$ cat config.mk
export PLATFORM = sky130hd
export DESIGN_NAME = sovs_front
export DESIGN_NICKNAME = d
export VERILOG_FILES = /design/src/hdl/sparse_octree_voxel_store_unit_assert.svh /design/src/hdl/sovs_pkg.sv /design/src/hdl/sovs_front.sv
export SDC_FILE = /design/constraint.sdc
export NUM_CORES = 1
export LEC_CHECK = 0
export ABC_CLOCK_PERIOD_IN_PS = 11000
export BUFFER_PORTS_ARGS = -buffer_cell sky130_fd_sc_hd__buf_4
export CAP_MARGIN = 20
export CORE_MARGIN = 2
export CORE_UTILIZATION = 45
export CTS_BUF_LIST = sky130_fd_sc_hd__clkbuf_8
export DETAILED_ROUTE_END_ITERATION = 10
export PLACE_DENSITY = 0.68
export RECOVER_POWER = 100
export SYNTH_ARGS = -nofsm -noshare
export SYNTH_HDL_FRONTEND = slang
export SYNTH_SLANG_ARGS = --single-unit
$ cat constraint.sdc
create_clock -name clk_i -period 11 [get_ports clk_i]
set_input_delay 0.55 -clock clk_i [delete_from_list [all_inputs] [get_ports clk_i]]
set_output_delay 0.55 -clock clk_i [all_outputs]
set_load 0.05 [all_outputs]
$ cat src/hdl/sparse_octree_voxel_store_unit_assert.svh
// Assertion macros for the sparse octree voxel store.
// Included by the modules that carry assertions; no other dependencies.
`ifndef SPARSE_OCTREE_VOXEL_STORE_UNIT_ASSERT_SVH
`define SPARSE_OCTREE_VOXEL_STORE_UNIT_ASSERT_SVH
`define SOVS_ASSERT_IMPL(label, clk, rstn, prop) \
  label: assert property (@(posedge clk) disable iff (!rstn) prop) \
    else $error("assertion failed");
`define SOVS_ASSERT_NEXT(label, clk, rstn, a, b) \
  label: assert property (@(posedge clk) disable iff (!rstn) (a) |=> (b)) \
    else $error("assertion failed");
`endif

$ cat src/hdl/sovs_pkg.sv
// Package for the sparse octree voxel store: types, codes and constants.
// No dependencies.
package sovs_pkg;
  localparam int unsigned NodeCountDef = 1024;
  localparam int unsigned MaxLevelsDef = 16;
  localparam int unsigned FracBitsDef  = 16;

  typedef enum logic [1:0] {
    KIND_INSERT = 2'd0,
    KIND_LOOKUP = 2'd1,
    KIND_CLEAR  = 2'd2,
    KIND_NOP    = 2'd3
  } kind_e;

  typedef enum logic [1:0] {
    ST_OK   = 2'd0,
    ST_OOB  = 2'd1,
    ST_FULL = 2'd2,
    ST_RSVD = 2'd3
  } status_e;

  typedef enum logic [1:0] {
    SLOT_NULL   = 2'd0,
    SLOT_BRANCH = 2'd1,
    SLOT_LEAF   = 2'd2,
    SLOT_RSVD   = 2'd3
  } slot_e;

  typedef enum logic [2:0] {
    CFG_CX = 3'd0, CFG_CY = 3'd1, CFG_CZ = 3'd2,
    CFG_EX = 3'd3, CFG_EY = 3'd4, CFG_EZ = 3'd5,
    CFG_DEPTH = 3'd6, CFG_EMPTY = 3'd7
  } cfg_e;

  typedef enum logic [2:0] {
    BK_IDLE, BK_READ, BK_WAIT, BK_DECIDE, BK_FILL, BK_LINK, BK_DONE
  } bk_state_e;

  typedef struct packed {
    logic [1:0]  kind;
    logic        oob;
    logic [31:0] px;
    logic [31:0] py;
    logic [31:0] pz;
    logic [31:0] val;
  } cmd_t;
endpackage

$ cat src/hdl/sovs_front.sv
// Front end: accepts items, classifies bounds and queues commands.
// Depends on sovs_pkg.
module sovs_front import sovs_pkg::*; (
  input  logic              clk_i,
  input  logic              rst_ni,
  input  logic              in_valid,
  output logic              in_ready,
  input  logic [1:0]        kind_i,
  input  logic signed [31:0] pos_x_i,
  input  logic signed [31:0] pos_y_i,
  input  logic signed [31:0] pos_z_i,
  input  logic signed [31:0] store_value_i,
  input  logic signed [31:0] cx_i,
  input  logic signed [31:0] cy_i,
  input  logic signed [31:0] cz_i,
  input  logic [30:0]       ex_i,
  input  logic [30:0]       ey_i,
  input  logic [30:0]       ez_i,
  output logic              cmd_valid_o,
  input  logic              cmd_ready_i,
  output cmd_t              cmd_o
);
  cmd_t       q_mem_q [2];
  logic       wp_q, rp_q;
  logic [1:0] cnt_q;
  logic       oob;
  logic       push, pop;

  function automatic logic axis_out(input logic signed [31:0] p,
                                    input logic signed [31:0] c,
                                    input logic [30:0] e);
    logic signed [33:0] d;
    logic signed [33:0] h;
    d = 34'(p) - 34'(c);
    h = {4'd0, e[30:1]};
    return (d > h) || (d < -h);
  endfunction

  assign oob = axis_out(pos_x_i, cx_i, ex_i) | axis_out(pos_y_i, cy_i, ey_i)
             | axis_out(pos_z_i, cz_i, ez_i);
  assign in_ready    = cnt_q != 2'd2;
  assign push        = in_valid && in_ready;
  assign cmd_valid_o = cnt_q != 2'd0;
  assign pop         = cmd_valid_o && cmd_ready_i;
  assign cmd_o       = q_mem_q[rp_q];

  always_ff @(posedge clk_i) begin
    if (push) begin
      q_mem_q[wp_q] <= '{kind: kind_i, oob: oob, px: pos_x_i, py: pos_y_i,
                         pz: pos_z_i, val: store_value_i};
    end
  end

  always_ff @(posedge clk_i or negedge rst_ni) begin
    if (!rst_ni) begin
      wp_q <= 1'b0; rp_q <= 1'b0; cnt_q <= 2'd0;
    end else begin
      if (push) wp_q <= ~wp_q;
      if (pop)  rp_q <= ~rp_q;
      cnt_q <= cnt_q + 2'(push) - 2'(pop);
    end
  end
endmodule

==> out/metrics.cfg <==
[status]
status=complete, but fails checks
violations=max-capacitance violations, max-slew violations

[setup_path]
crit_type=input pin to flip-flop
worstReg2RegStart=cnt_q[0]
critPathMostFrequentCell=a21o_1
cp-end-kind=flip-flop
startpoint=pos_x_i[0]
worst_r2r_endpoint=q_mem_q[1][79]
cp_max_fo=3
crit_path_max_incr_delay_ns=0.67
crit_buf_inv=3
critPathSlowestCell=or4b_2
worstRegToRegCells=3
path_delay_family=compound AO/OA/AOI/OAI gates
critPathRequiredTime_ns=11.35
cp-start-kind=input pin
critical_path_arrival_ns=6.88
r2r_setup_slack_ns=6.62
cp.depth=26

[timing]
timing.final.crit_share_pct=59.37
tns_ns=0
slew_headroom_pct=-173.2
tightest_slew_ns=4.098
hold_viol_final=0
slew_violations=389
rsz0062_at_grt=no
setup-violations-final=0
min_period_ns=6.530
fmax_mhz=153.1
timing.clock.skew_ns=0.02029
timing.final.ws_setup_ns=4.470

[grt]
grt_pass1_wl_um=88760
grt_antenna_before_repair=9
grt_pass1_vias=17110
gr-total-overflow=0
grt_max_degree=72
grt_use_total_pct=23.39

[synthesis]
yosysUniqueCellTypes=83
yosys_most_used_dff=edfxtp_1
synth_area_leader_cell=edfxtp_1
synth_top_area_share_pct=37.90
syn_nets=2595
synth_edf_count=262
synth_area_um2=20760
synth.area.top_cells=edfxtp_1 (38%), ha_1 (17%), mux2_2 (7.1%), xnor2_1 (5.6%), inv_1 (3.9%)
syn_area_per_cell_um2=10.47
syn-instance-count=1983
async_reset_ff_share_pct=1.504
yosysWarningCount=0
synth-seq-area-share_pct=38.38
ys_seq_elements=266

[detailed_routing]
wl_per_cell_um=18.42
via_per_inst=5.443
antenna_left=0
drcViolationCount=0
drt-pass1-iter-count=5
wirelength_um=57300
drt_iter0_drc=869
vias=16930

[power]
power_frac_comb_pct=50.9
p_per_area_nw_per_um2=191.9
p_clk_share_pct=18.2
total_power_mw=4.770
p_leak_nw=10.64
p_sw_mw=2.144
ir_worst_vdd_mv=0.1655
intPower_mw=2.626
p_seq_share_pct=30.9
swShare_pct=44.95

[clock_tree]
cts_resized=0
cts_root_buf=clkbuf_8
cts_sinks=266
cts_tree=done
postCtsSetupBuffers=0
htree_levels=2
clkTransAtPathRegs_ns=0.06
clockBufferDepth=3
hold_buffers=1
clk-insertion-delay-late_ns=0.62
cts_buffers=47

[min_path]
min_to=q_mem_q[0][129]
min_path_cells=1
hold_path.startpoint=kind_i[0]
hold_path_class=input pin to flip-flop

[floorplan]
die_x_um=218.8
die_area_um2=47870
ios=456
core_um2=45480
num_rows=78
die_h_um=218.8
initial_core_util_pct=45.65

[placed_design]
port_buffers=452
dpl-instance-area_um2=24870
dpl_worst_slack_ns=4.083
gp_congestion=0.9552
hpwl_um=46060

[cells_and_area]
design_area_um2=24860
area_growth_pct=19.74
nets=3079
drive_gt1_share_pct=17.59

[run]
cap_viol_max_count=6

-- cells in the final DEF, fill, tap and decap left out, types with 74 or more instances in the layout --
master,count
ha_1,286
edfxtp_1,262
clkbuf_1,239
inv_1,235
buf_4,198
xnor2_1,133
mux2_2,124
a21oi_1,120
nor2_1,102
a21o_1,81
o21ai_0,80
nand2_1,74
-- state kept, by name (all words and copies together), names as in the netlist --
name     flops
rp_q         1
q_mem_q    262
wp_q         1
cnt_q        2
-- layer usage --
metal  vias up  track usage (%)  routed length, um
met3       104            5.114               3706
met5         -                0                 13
met4         2            8.649               1843
met1      7996            29.73              25410
met2       468            39.03              26330
li1       8359                -                  -
-- power by group through the flow --
stage | clock [mW] | sequential [mW] | combinational (mW)
finish | 0.870 | 1.47 | 2.43
global route | 0.936 | 1.49 | 2.61
CTS | 0.896 | 1.44 | 2.62
detailed placement | 0 | 1.46 | 2.61
global placement | 0 | 1.45 | 2.58
floorplan | 0 | 1.48 | 1.85
-- through the flow --
step	std cells	hold slack, ns	utilization (%)
after floorplan	1983	0.2544	-
after global placement	3017	0.3492	54.69
after detailed placement	3017	0.3513	54.69
after CTS	3101	0.06338	56.61
after global routing	3109	0.1009	54.66
final	3110	0.1403	54.66
-- cell families after synthesis --
logic type	Yosys count	synth area share, %
DFF	266	38.38
muxes	133	7.202
adders and majority gates	291	17.63
xor gates and xnor gates	158	6.665
and+or+nand+nor	451	11.66
AOI/OAI and AO/OA	434	13.86
buffers and inverters	250	4.616
-- worst register-to-register path: stages (launching register included) --
cell	delay, ns
dfrtp_1	0.38
nand2b_1	0.16
and3_1	0.38
clkbuf_1	2.84
-- worst max path at each step --
stage / endpoint / slack, ns
5_1_grt: q_mem_q[0][128] / 4.17
3_5_place_dp: q_mem_q[0][128] / 4.08
2_1_floorplan: q_mem_q[0][0] / 3.91
4_1_cts: q_mem_q[0][128] / 4.74
3_3_place_gp: q_mem_q[0][128] / 4.23
6_report: q_mem_q[0][128] / 4.47
-- synth_stat cells, types with 6 or more instances --
library cell / n
a2111oi_0: 6
and3_1: 14
nand3_1: 32
nor2b_1: 23
o31ai_1: 11
a211oi_1: 19
mux2_2: 131
or4_1: 11
o21ai_0: 80
xnor2_1: 133
ha_1: 286
clkbuf_1: 22
o2111ai_1: 8
o21a_1: 29
xor2_1: 25
and4_1: 8
a21o_1: 81
nor2_1: 103
nor4_1: 32
o211ai_1: 15
inv_1: 218
nand4_1: 40
nand2_1: 74
and2_1: 6
edfxtp_1: 262
a21oi_1: 120
nand3b_1: 6
nand2b_1: 19
nor3_1: 49
o21bai_1: 16
or3_1: 9
-- final cells by class --
type                       count  area (um^2)
inverter                     225        854.6
antenna                        9        22.52
timing repair buffer         460         2559
clock inverter                35        202.7
sequential                   266         7968
multi-input combinational   1467        11840
clock buffer                  48        660.6
fill                        4216        20620
tap                          600        750.7
(Power assumes the default switching activity.)
